`config.mk`:
```
export PLATFORM = sky130hd
export DESIGN_NAME = hbp_queue
export DESIGN_NICKNAME = d
export VERILOG_FILES = /design/src/rtl/hbp_pkg.sv /design/src/rtl/hbp_queue.sv
export SDC_FILE = /design/constraint.sdc
export NUM_CORES = 1
export LEC_CHECK = 0
export BUFFER_PORTS_ARGS = -buffer_cell sky130_fd_sc_hd__buf_4
export CAP_MARGIN = 20
export CORE_MARGIN = 1.5
export CORE_UTILIZATION = 50
export CTS_CLUSTER_SIZE = 14
export DETAILED_ROUTE_END_ITERATION = 10
export HOLD_SLACK_MARGIN = 0.02
export PLACE_DENSITY = 0.78
export SLEW_MARGIN = 20
export SYNTH_ARGS = -nofsm -noshare
export SYNTH_HDL_FRONTEND = slang
export SYNTH_SLANG_ARGS = --single-unit
```
`constraint.sdc`:
```
create_clock -name clk -period 6.05 [get_ports clk]
set_clock_uncertainty 0.1 [all_clocks]
set_input_delay 0.9075 -clock clk [delete_from_list [all_inputs] [get_ports clk]]
set_output_delay 0.9075 -clock clk [all_outputs]
set_load 0.05 [all_outputs]
```
`src/rtl/hbp_pkg.sv`:
```
// hbp_pkg: shared constants, codes and types of the huffman bit packer
// no dependencies; every file of the block but hbp_ram uses it by scoped names
`timescale 1ns / 1ps

package hbp_pkg;

  localparam int WORD_BITS     = 64;
  localparam int SAMPLE_BITS   = 12;
  localparam int MAX_CODE_BITS = 32;

  // fixed field widths of the channels
  localparam int KIND_W      = 2;
  localparam int CODE_FIELD_W = 32;
  localparam int LEN_FIELD_W  = 6;
  localparam int TOTAL_W      = 32;

  // derived widths
  localparam int LEN_W       = $clog2(MAX_CODE_BITS + 1);
  localparam int TABLE_DEPTH = 1 << SAMPLE_BITS;
  localparam int ENTRY_W     = MAX_CODE_BITS + LEN_W;
  localparam int POS_W       = $clog2(WORD_BITS);
  localparam int SUM_W       = $clog2(WORD_BITS + MAX_CODE_BITS);
  localparam int WIDE_W      = WORD_BITS + MAX_CODE_BITS;

  // queue between lookup and packer
  localparam int QDEPTH = 4;
  localparam int QPTR_W = $clog2(QDEPTH);
  localparam int QCNT_W = $clog2(QDEPTH + 1);

  typedef enum logic [KIND_W-1:0] {
    KIND_LOAD   = 2'd0,
    KIND_ENCODE = 2'd1,
    KIND_FLUSH  = 2'd2
  } kind_t;

  typedef struct packed {
    logic                     flush;
    logic [MAX_CODE_BITS-1:0] code;
    logic [LEN_W-1:0]         len;
  } q_entry_t;

  typedef struct packed {
    logic     valid;
    q_entry_t entry;
  } q_push_t;

  typedef struct packed {
    logic              empty;
    logic [QCNT_W-1:0] count;
  } q_status_t;

endpackage

```
`src/rtl/hbp_queue.sv`:
```
// hbp_queue: short fifo of looked-up codes and flush marks
// depends on hbp_pkg; sits between hbp_front and hbp_pack
`timescale 1ns / 1ps

module hbp_queue (
  input  logic                clk,
  input  logic                rst_n,
  input  hbp_pkg::q_push_t    q_push,
  input  logic                pop,
  output hbp_pkg::q_entry_t   head,
  output hbp_pkg::q_status_t  q_stat
);

  hbp_pkg::q_entry_t                slots_r [hbp_pkg::QDEPTH];
  logic [hbp_pkg::QPTR_W-1:0]       wr_ptr_r, wr_ptr_nxt;
  logic [hbp_pkg::QPTR_W-1:0]       rd_ptr_r, rd_ptr_nxt;
  logic [hbp_pkg::QCNT_W-1:0]       count_r, count_nxt;

  always_comb begin
    wr_ptr_nxt = wr_ptr_r;
    rd_ptr_nxt = rd_ptr_r;
    count_nxt  = count_r;
    if (q_push.valid) begin
      wr_ptr_nxt = wr_ptr_r + 1'b1;
    end
    if (pop) begin
      rd_ptr_nxt = rd_ptr_r + 1'b1;
    end
    unique case ({q_push.valid, pop})
      2'b10:   count_nxt = count_r + 1'b1;
      2'b01:   count_nxt = count_r - 1'b1;
      default: count_nxt = count_r;
    endcase
  end

  always_ff @(posedge clk) begin
    if (!rst_n) begin
      wr_ptr_r <= '0;
      rd_ptr_r <= '0;
      count_r  <= '0;
    end else begin
      wr_ptr_r <= wr_ptr_nxt;
      rd_ptr_r <= rd_ptr_nxt;
      count_r  <= count_nxt;
    end
  end

  always_ff @(posedge clk) begin
    if (q_push.valid) begin
      slots_r[wr_ptr_r] <= q_push.entry;
    end
  end

  assign head         = slots_r[rd_ptr_r];
  assign q_stat.count = count_r;
  assign q_stat.empty = (count_r == '0);

endmodule

```
# ---- After elaboration in Yosys (flattened, before gate mapping)
# Memories as Yosys holds them, arrays and structs flattened. A register that Yosys moved wholly into a read port is not among the register bits.
# Index checks and enable logic that the tools add are counted.
dict set report classes {
  reduce_logical 2
  add_sub_neg 4
  muxes 5
  eq_ne 2
}
# op count
set ops {}
lappend ops {{3-bit case mux with 2 select lines} 1}
lappend ops {{2-bit by 1-bit adder with 2-bit output (second input constant)} 2}
lappend ops {{2-bit 2-to-1 mux} 2}
lappend ops {{3-bit by 1-bit adder with 3-bit output (second input constant)} 1}
lappend ops {{3-bit zero test} 1}
lappend ops {{3-bit by 1-bit subtractor with 3-bit output (second input constant)} 1}
lappend ops {{2-bit by 1-bit equality test with 1-bit output (second input constant)} 1}
lappend ops {{2-bit equality test (second input constant)} 1}
lappend ops {{1-bit 2-to-1 mux} 2}
lappend ops {{2-bit nonzero test} 1}
dict set report totals {
  word_cells 17
  ram_bits 156
  memories 1
  reg_bits 7
}
# name depth width rd rd_clocked_by_memory_dff write_ports line
set mem_list {}
lappend mem_list {slots_r 4 39 1 1 1 hbp_queue.sv:14} ;# hbp_pkg::q_entry_t slots_r [hbp_pkg::QDEPTH];

# ---- Depth between registers and ports, before layout
# Gate-level depths: netlist of the first run.
dict set report logic_depth {
  word_depth 3
  depth_mapped 7
  depth_no_buf 7
}

# ---- Worst setup path before layout of the first run
# OpenSTA, ideal clock, no wires.
dict set report synth_path {
  kind {flip-flop to output port}
  startpoint {register count_r[0] (netlist name)}
  endpoint {output q_stat[3] (netlist name)}
  slack_ps 3396
  t_arrival_ps 1647
  path_stages_with_launch 2
  path_cell_list {dfxtp_1 nor3_1}
}
# element line
set synth_lines {}
lappend synth_lines {{start: declaration} hbp_queue.sv:17} ;# logic [hbp_pkg::QCNT_W-1:0] count_r, count_nxt;
lappend synth_lines {{start signal: assignment} hbp_queue.sv:44} ;# count_r <= count_nxt;
lappend synth_lines {{end: declaration} hbp_queue.sv:11} ;# output hbp_pkg::q_status_t q_stat

==> results of run 1 <==
-- logic make-up (layout without fill, tap and decap cells) --
logic type               after synthesis  in the layout
flip-flops                           165            165
adder cells (fa/ha/maj)                6              6
buffers and inverters                 14            121
AND/OR/NAND/NOR                       15             15
XOR/XNOR                               5              5
AO/OA/AOI/OAI                          3              3
multiplexers                          40             40
-- power groups by stage --
| stage | Sequential (mW) | Clock, mW | Combinational [mW] |
|---|---|---|---|
| CTS | 1.36 | 1.00 | 0.391 |
| global placement | 1.37 | 0 | 0.384 |
| floorplan | 1.36 | 0 | 0.281 |
| finish | 1.35 | 0.978 | 0.387 |
| detailed placement | 1.38 | 0 | 0.389 |
| global route | 1.36 | 1.04 | 0.406 |
-- critical path: stages, from the launching register on --
cell                      delay, ns
sky130_fd_sc_hd__dfxtp_4       0.86
sky130_fd_sc_hd__mux4_2        0.62
sky130_fd_sc_hd__buf_4         0.21
-- worst paths after layout --
check               from        endpoint  slack (ns)  cells after the start
max            flip-flop        head[24]        2.88                      2
min           count_r[2]      count_r[2]        0.47                      2
max reg2reg  wr_ptr_r[0]  slots_r[2][17]        4.13                      3
min reg2reg   count_r[2]      count_r[2]        0.47                      2
-- stage by stage --
| stage | hold WS [ns] | setup WS (ns) | cell area [um2] |
|---|---|---|---|
| after CTS | 0.459 | 2.79 | 7370 |
| after floorplan | 0.428 | 3.40 | 6060 |
| final | 0.470 | 2.88 | 7370 |
| after detailed placement | 0.451 | 3.25 | 6840 |
| after global placement | 0.403 | 3.26 | 6840 |
| after global routing | 0.473 | 2.73 | 7370 |
-- layout make-up --
cell class / count / share of cell area (%)
flip-flops and latches: 165 / 66.0
multi-input cells: 69 / 15.3
repair buffers: 85 / 8.65
clock inverters: 7 / 1.12
well taps: 147 / 2.49
clock buffers: 23 / 6.08
inverters: 6 / 0.305
-- flip-flops by register name, indices dropped and copies added (netlist names), named ones only --
| signal | count |
|---|---|
| rd_ptr_r | 2 |
| count_r | 3 |
| slots_r | 156 |
| wr_ptr_r | 2 |
-- Yosys cell counts, drive strengths merged --
library cell	instances	share of area, %
buf	6	0.78
mux2i	1	0.17
or3	1	0.10
o21ai	2	0.17
and2	10	1.0
nor3	1	0.082
fa	1	0.33
nand2	2	0.12
nor2b	1	0.10
edfxtp	156	77
xnor2	2	0.29
ha	5	1.0
dfxtp	9	3.0
mux4	39	14
clkbuf	2	0.12
inv	6	0.37
xor2	3	0.43
a21boi	1	0.12
-- layer usage --
metal / GRT usage, % / vias to the layer above
li1: - / 1219
met1: 21.5 / 1419
met5: 0 / -
met2: 28.3 / 83
met3: 5.95 / 11
met4: 8.25 / 0
==> flow_metrics.tcl, run 1 <==
set metrics [dict create \
    power.switching_fraction_pct 24.4 \
    synth_seq_cells 165 \
    mostFrequentLayoutCell "sky130_fd_sc_hd__edfxtp_1" \
    initial_utilization_pct 50.9 \
    post_synth_num_cell_types 20 \
    postSynthAreaPerCell_um2 24.4 \
    relSlewSlack_pct 27.4 \
    synthesis.instances 248 \
    routed_wire_length_per_instance_um 20.0 \
    die_h_um 113 \
    synthMuxAreaShare_pct 14.7 \
    htree_num_levels 4 \
    drive_above_1_share_pct 42.8 \
    antenna_cells 0 \
    grt_usage_pct 17.5 \
    ctsLongestPathBuffers 2 \
    gp_congestion 0.671 \
    drtAntennaViolNets 0 \
    cts_resized 0 \
    drtPass1Iterations 4 \
    setup_viol_count_final 0 \
    worst_pin_slew_ns 1.09 \
    synth-simple-area-share_pct 1.44 \
    fill_cell_instance_count_of_the_final_layout 834 \
    cts_tree "built" \
    internal_power_mw 2.05 \
    final_nets 393 \
    share_comb_of_total_power_pct 14.2 \
    remaining_drc_errors 0 \
    worst_hold_path_type "flip-flop to flip-flop" \
    fin_total_pwr_mw 2.72 \
    dp_hpwl_um 5520 \
    die_width_um 113 \
    timing.critical_path.arrival_ns 2.16 \
    path_max_fanout 39 \
    postCtsSetupRepairBufs 0 \
    clk_root_buffer_cell "sky130_fd_sc_hd__clkbuf_16" \
    synth_xor_area_share_pct 0.722 \
    post-route-period-util_pct 52.4 \
    top_signal_layer_used "met4" \
    final-instance-count-excl-fill 502 \
    drv.max_cap_violation_count 0 \
    syn_to_final_growth_pct 21.6 \
    area_of_the_die_mm2 0.0128 \
    synth.yosys.seq_area_share_pct 80.2 \
    cts_made_buffers 17 \
    status "finished clean" \
    critical_path_required_ns 5.04 \
    dpl.cell_count 472 \
    grt_first_pass_wirelength_um 15800 \
    syn_area_mm2 0.00606 \
    clk_pin_slew_worst_paths_ns 0.06 \
    port_buffers 85 \
    ir_worst_vdd_mv 0.219 \
    io_pins 86 \
    area.sequential_mm2 0.00487 \
    dr_wl_met3_um 474 \
    met2WireLength_um 5260 \
    post_drt_via_cell_ratio 5.44 \
    clk_latency_ns 0.42 \
    yosys.area_share.adder_pct 1.36 \
    finalCoreUtilization_pct 61.9 \
    num_vias 2732 \
    worstSetupPathType "flip-flop to output port" \
    rsz0062_at_grt "false" \
    grt_pass1_vias 3024 \
    fp-row-count 40 \
    fmaxAchievable_mhz 315 \
    synth_compound_area_share_pct 0.289 \
    fin_crit_ns 3.17 \
    timing.critical_path.from_type "flip-flop" \
    synth_nets 297 \
    power.leakage_nw 2.52 \
    mostFrequentLayoutCells "sky130_fd_sc_hd__edfxtp_1, sky130_fd_sc_hd__buf_4, sky130_fd_sc_hd__mux4_2, sky130_fd_sc_hd__clkbuf_16, sky130_fd_sc_hd__dfxtp_1" \
    routedLengthMet1_um 4210 \
    grt.overflow.total 0 \
    finalWirelength_um 10100 \
    hold_fix_buffer_count_after_cts 0 \
    crit_path_end_kind "output port" \
    number_of_sinks_driven_by_the_clock_tree 165 \
    first_iter_violations 162 \
    grt_max_degree 40 \
    p_seq_share_pct 49.8 \
    ys_warn_count 0 \
    power.switching_uw 664 \
    share_clk_of_total_power_pct 36.0 \
    drv_slew 0 \
    hold_viol 0 \
    multi_input_comb_area_mm2 0.00113 \
    fp.coreArea_mm2 0.0119 \
    dominant_combinational_cell_family_by_area_after_synthesis "multiplexers" \
    setup_tns_ns 0 \
    power_density_mw_per_mm2 368 \
    grt_antenna_before_repair 0 \
]
(Power assumes the default switching activity.)
==> inputs of run 2 (changes only) <==
Clock period 6.05 ns to 3.2 ns, I/O delays scaled along.
==> run 2 against run 1 <==
Against the previous run: via count up 0.73%; total power grew 91%; sequential share of layout area fell by 0.75 points; non-clock buffer count rose by 7; clock-buffer cell count shrank 2; utilization up 0.71 points; wire length is 0.30% higher; first-iteration DRC count grew 40%; largest power group unchanged.
==> flow_metrics.tcl, run 2 (synthesis gave the netlist of run 1 again) <==
set metrics [dict create \
    status "finished clean" \
    antenna_cells 0 \
    post_drt_via_cell_ratio 5.39 \
    fp-row-count 40 \
    timing.critical_path.slowest_stage_cell "sky130_fd_sc_hd__dfxtp_4" \
    cp_num_buf_inv 2 \
    grt_pass1_vias 2995 \
    grt_antenna_before_repair 0 \
    power.switching_fraction_pct 25.7 \
    gp_congestion 0.680 \
    mostFrequentLayoutCell "sky130_fd_sc_hd__edfxtp_1" \
    grt.met3_usage_pct 7.66 \
    power_density_mw_per_mm2 695 \
    drtAntennaViolNets 0 \
    relSlewSlack_pct 71.2 \
    timing.hold.worst_path_depth 1 \
    hold_fix_buffer_count_after_cts 0 \
    worstSetupEndpoint "head[20]" \
    grt.overflow.total 0 \
    fp.coreArea_mm2 0.0119 \
    grt_first_pass_wirelength_um 16000 \
    grt_usage_pct 17.5 \
    hold_viol 0 \
    final_nets 400 \
    largest_register "slots_r" \
    critical_path_cell_count 3 \
    worst_hold_path_type "input pin to flip-flop" \
    rsz0062_at_grt "false" \
    grt.busiest_layer "met2" \
    clk_root_buffer_cell "sky130_fd_sc_hd__clkbuf_16" \
    num_vias 2752 \
    post-route-period-util_pct 83.7 \
    first_iter_violations 227 \
    share_comb_of_total_power_pct 14.9 \
    die_width_um 113 \
    hold_path.startpoint "q_push[0]" \
    pre_cts_slack_ns 0.927 \
    share_clk_of_total_power_pct 36.4 \
    reg_top3 "slots_r x156, count_r x3" \
    worst_pin_slew_ns 0.432 \
    setup_viol_count_final 0 \
    worstSetupPathType "flip-flop to output port" \
    clk_latency_ns 0.41 \
    fin_total_pwr_mw 5.18 \
    fin_crit_ns 2.68 \
    cts_made_buffers 17 \
    grtUsageMet2_pct 28.5 \
    die_h_um 113 \
    ctsLongestPathBuffers 2 \
    number_of_sinks_driven_by_the_clock_tree 165 \
    path_max_fanout 20 \
    cts_resized 0 \
    finalWorstSetupSlack_ns 0.522 \
    io_pins 86 \
    drv_slew 0 \
    power.switching_mw 1.33 \
    htree_num_levels 4 \
    clk_pin_slew_worst_paths_ns 0.07 \
    crit_path_end_kind "output port" \
    global_route.usage.met1_pct 21.7 \
    drtPass1Iterations 4 \
    grt_max_degree 28 \
    worst_path_dominant_cell_family "flip-flops" \
    drive_above_1_share_pct 45.6 \
    timing.critical_path.slowest_cell_delay_ns 0.63 \
    internal_power_mw 3.85 \
    critical_path_cell_by_cell "buf_12, mux4_2, buf_4" \
    timing.critical_path.arrival_ns 2.10 \
    remaining_drc_errors 0 \
    ff2ff_setup_slack_ns 1.33 \
    port_buffers 85 \
    postCtsSetupRepairBufs 0 \
    power.leakage_nw 2.55 \
    worst_reg2reg_startpoint "wr_ptr_r[0]" \
    dp_hpwl_um 6100 \
    initial_utilization_pct 50.9 \
    timing.critical_path.from_type "flip-flop" \
    routed_wire_length_per_instance_um 19.8 \
    mostFrequentLayoutCells "sky130_fd_sc_hd__edfxtp_1, sky130_fd_sc_hd__buf_4, sky130_fd_sc_hd__mux4_2, sky130_fd_sc_hd__clkbuf_16, sky130_fd_sc_hd__dfxtp_1" \
    drv.max_cap_violation_count 0 \
    area_of_the_die_mm2 0.0128 \
    finalWirelength_um 10100 \
    largest_reg_flops 156 \
    cts_tree "built" \
    setup_tns_ns 0 \
    finalCoreUtilization_pct 62.6 \
    critical_path_required_ns 2.62 \
    worstReg2RegEnd "slots_r[0][18]" \
    p_seq_share_pct 48.6 \
    fmaxAchievable_mhz 373 \
    ir_worst_vdd_mv 0.378 \
    syn_to_final_growth_pct 23.0 \
    worstRegToRegCells 4 \
]
-- run 2: cell types whose count changed in the layout (fill, tap and decap cells not counted), sizes merged --
cell	previous run	this run
buf	85	92
bufinv	2	1
clkinv	5	3
clkinvlp	0	5
clkbuf	23	21
inv	6	8
-- run 2: metrics by stage --
step           hold WS, ns  cell area (um2)  instances
4_1_cts              0.140             7460        511
3_5_place_dp         0.427             6900        479
6_report             0.161             7460        511
5_1_grt              0.137             7460        511
2_1_floorplan        0.428             6060        248
3_3_place_gp         0.396             6900        479
-- run 2: final cells by class --
| type | instances | area (um2) |
|---|---|---|
| fill | 854 | 4450 |
| inverter | 6 | 22.5 |
| sequential | 165 | 4870 |
| tap | 147 | 184 |
| clock inverter | 11 | 104 |
| timing repair buffer | 92 | 703 |
| clock buffer | 21 | 450 |
| multi-input combinational | 69 | 1120 |
-- run 2: how the worst min path moves through the flow --
stage / to / slack (ns)
after floorplan: wr_ptr_r[1] / 0.43
after global placement: count_r[2] / 0.40
after detailed placement: count_r[2] / 0.43
after CTS: slots_r[1][12] / 0.14
after global routing: slots_r[2][37] / 0.14
final: slots_r[3][0] / 0.16
-- run 2: power by group through the flow --
stage	clock network [mW]	logic, mW	registers [mW]
after floorplan	0	0.531	2.56
after global placement	0	0.773	2.56
after detailed placement	0	0.782	2.57
after CTS	1.93	0.784	2.52
after global routing	2.02	0.813	2.53
final	1.89	0.773	2.52
-- run 2: layer usage --
metal / vias to the layer above / part of all wire (%)
met5: - / 0
met4: 0 / 0.64
met3: 6 / 5.4
met2: 72 / 53
met1: 1439 / 41
li1: 1235 / -
==> inputs of run 3 (changes only) <==
Settings changed: PLACE_DENSITY 0.78 to 0.81.
Clock period 3.2 ns to 2.3 ns, I/O delays scaled along.
==> run 3 against run 2 <==
Against the previous run: register-to-register slack worse by 0.74 ns; first-iteration DRC count fell by 41%; highest routed layer unchanged; clock-buffer cell count decreased by 3; wire length rose by 2.6%; combinational power up 51%; sequential power increased by 38%; die area did not move; flip-flop and latch count did not move; total power is 43% higher; non-clock buffer count rose by 37; critical path depth unchanged.
==> flow_metrics.tcl, run 3 (synthesis gave the netlist of run 1 again) <==
set metrics [dict create \
    cp_num_buf_inv 2 \
    reg_top3 "slots_r x156, count_r x3" \
    setup_tns_ns 0 \
    number_of_sinks_driven_by_the_clock_tree 165 \
    relSlewSlack_pct 72.4 \
    timing.critical_path.arrival_ns 1.78 \
    hold_viol 0 \
    area_of_the_die_mm2 0.0128 \
    post_drt_via_cell_ratio 5.30 \
    worst_pin_slew_ns 0.415 \
    setup_viol_count_final 0 \
    fp.coreArea_mm2 0.0119 \
    syn_to_final_growth_pct 30.2 \
    fin_crit_ns 2.23 \
    worstSetupEndpoint "head[6]" \
    drtPass1Iterations 4 \
    grt_usage_pct 17.4 \
    timing.critical_path.slowest_cell_delay_ns 0.52 \
    finalCoreUtilization_pct 66.3 \
    final_nets 437 \
    num_vias 2902 \
    critical_path_cell_count 3 \
    finalWirelength_um 10400 \
    antenna_cells 0 \
    first_iter_violations 133 \
    largest_register "slots_r" \
    post-route-period-util_pct 96.9 \
    ctsLongestPathBuffers 2 \
    status "finished clean" \
    die_h_um 113 \
    die_width_um 113 \
    ir_worst_vdd_mv 0.548 \
    timing.critical_path.from_type "flip-flop" \
    critical_path_cell_by_cell "buf_12, mux4_2, buf_4" \
    io_pins 86 \
    timing.critical_path.slowest_stage_cell "sky130_fd_sc_hd__mux4_2" \
    drive_above_1_share_pct 43.4 \
    grt.overflow.total 0 \
    crit_path_end_kind "output port" \
    worst_reg2reg_startpoint "wr_ptr_r[0]" \
    power.leakage_nw 2.75 \
    initial_utilization_pct 50.9 \
    grt_pass1_vias 3133 \
    fmaxAchievable_mhz 449 \
    mostFrequentLayoutCells "sky130_fd_sc_hd__edfxtp_1, sky130_fd_sc_hd__buf_4, sky130_fd_sc_hd__mux4_2, sky130_fd_sc_hd__dlygate4sd3_1, sky130_fd_sc_hd__clkbuf_16" \
    fp-row-count 40 \
    area.sequential_mm2 0.00487 \
    grt_antenna_before_repair 0 \
    drv.max_cap_violation_count 0 \
    largest_reg_flops 156 \
    remaining_drc_errors 0 \
    rsz0062_at_grt "false" \
    multi_input_comb_area_mm2 0.00112 \
    routed_wire_length_per_instance_um 18.9 \
    fill_cell_instance_count_of_the_final_layout 780 \
    mostFrequentLayoutCell "sky130_fd_sc_hd__edfxtp_1" \
    worstSetupPathType "flip-flop to output port" \
    grt_first_pass_wirelength_um 16200 \
    cts_tree "built" \
    cts_made_buffers 17 \
    critical_path_required_ns 1.86 \
    drtAntennaViolNets 0 \
    worstReg2RegEnd "slots_r[1][31]" \
    port_buffers 85 \
    worstRegToRegCells 3 \
    power_density_mw_per_mm2 941 \
    worst_path_dominant_cell_family "multiplexers" \
    clk_latency_ns 0.42 \
    htree_num_levels 4 \
    clk_root_buffer_cell "sky130_fd_sc_hd__clkbuf_16" \
    clk_pin_slew_worst_paths_ns 0.06 \
    drv_slew 0 \
    gp_congestion 0.689 \
    path_max_fanout 14 \
    grt_max_degree 27 \
    ff2ff_setup_slack_ns 0.59 \
    worst_hold_path_type "input pin to flip-flop" \
    dp_hpwl_um 6580 \
]
run 3: changes by cell type in the layout (fill, tap and decap cells not counted), sizes merged:
cell,before,now
dlygate4sd3,0,30
buf,92,99
clkinv,3,7
clkbuf,21,18
bufinv,1,3
inv,8,6
clkinvlp,5,4
run 3: power by group:
group,internal (mW),switching [mW]
sequential,3.44,0.0476
clock,1.69,1.07
combinational,0.455,0.714
run 3: final cells by class:
type                       count  share of cell area [%]
multi-input combinational     69                    14.2
clock inverter                14                    2.04
timing repair buffer         129                    14.0
clock buffer                  18                    5.44
sequential                   165                    61.7
inverter                       6                   0.285
tap                          147                    2.33
run 3: worst min path at each step:
stage	startpoint	end	slack, ns	depth (start not counted)
2_1_floorplan	q_push[0]	slots_r[0][0]	0.34	0
3_3_place_gp	count_r[2]	count_r[2]	0.40	2
3_5_place_dp	count_r[2]	count_r[2]	0.42	2
4_1_cts	q_push[38]	slots_r[0][38]	0.02	1
5_1_grt	q_push[15]	slots_r[3][15]	0.02	1
6_report	q_push[24]	slots_r[2][24]	0.04	1
run 3: timing repair:
action,4_1_cts,5_1_grt
gates resized for setup,0,6
setup buffers,2,0
setup endpoints to repair,29,6
hold buffers,29,1
endpoints found under the hold margin,107,2
run 3: metal layers:
metal / wire length, um / GRT usage [%] / share of wire (%) / vias to the layer above
met1: 4230 / 21.1 / 41 / 1509
met2: 5520 / 29.5 / 53 / 70
met5: 0 / 0 / 0 / -
li1: - / - / - / 1309
met3: 455 / 5.68 / 4.4 / 14
met4: 146 / 6.25 / 1.4 / 0
run 3: through the flow:
stage | instance area [um2] | power [mW] | instances | worst slack [ns] | hold WS [ns]
after floorplan | 6060 | 4.30 | 248 | 0.208 | 0.344
after global placement | 6970 | 4.66 | 484 | 0.369 | 0.403
after detailed placement | 6970 | 4.68 | 484 | 0.345 | 0.417
after CTS | 7860 | 7.48 | 547 | 0.0259 | 0.0209
after global routing | 7900 | 7.68 | 548 | 0.000987 | 0.0202
final | 7900 | 7.43 | 548 | 0.0706 | 0.0378
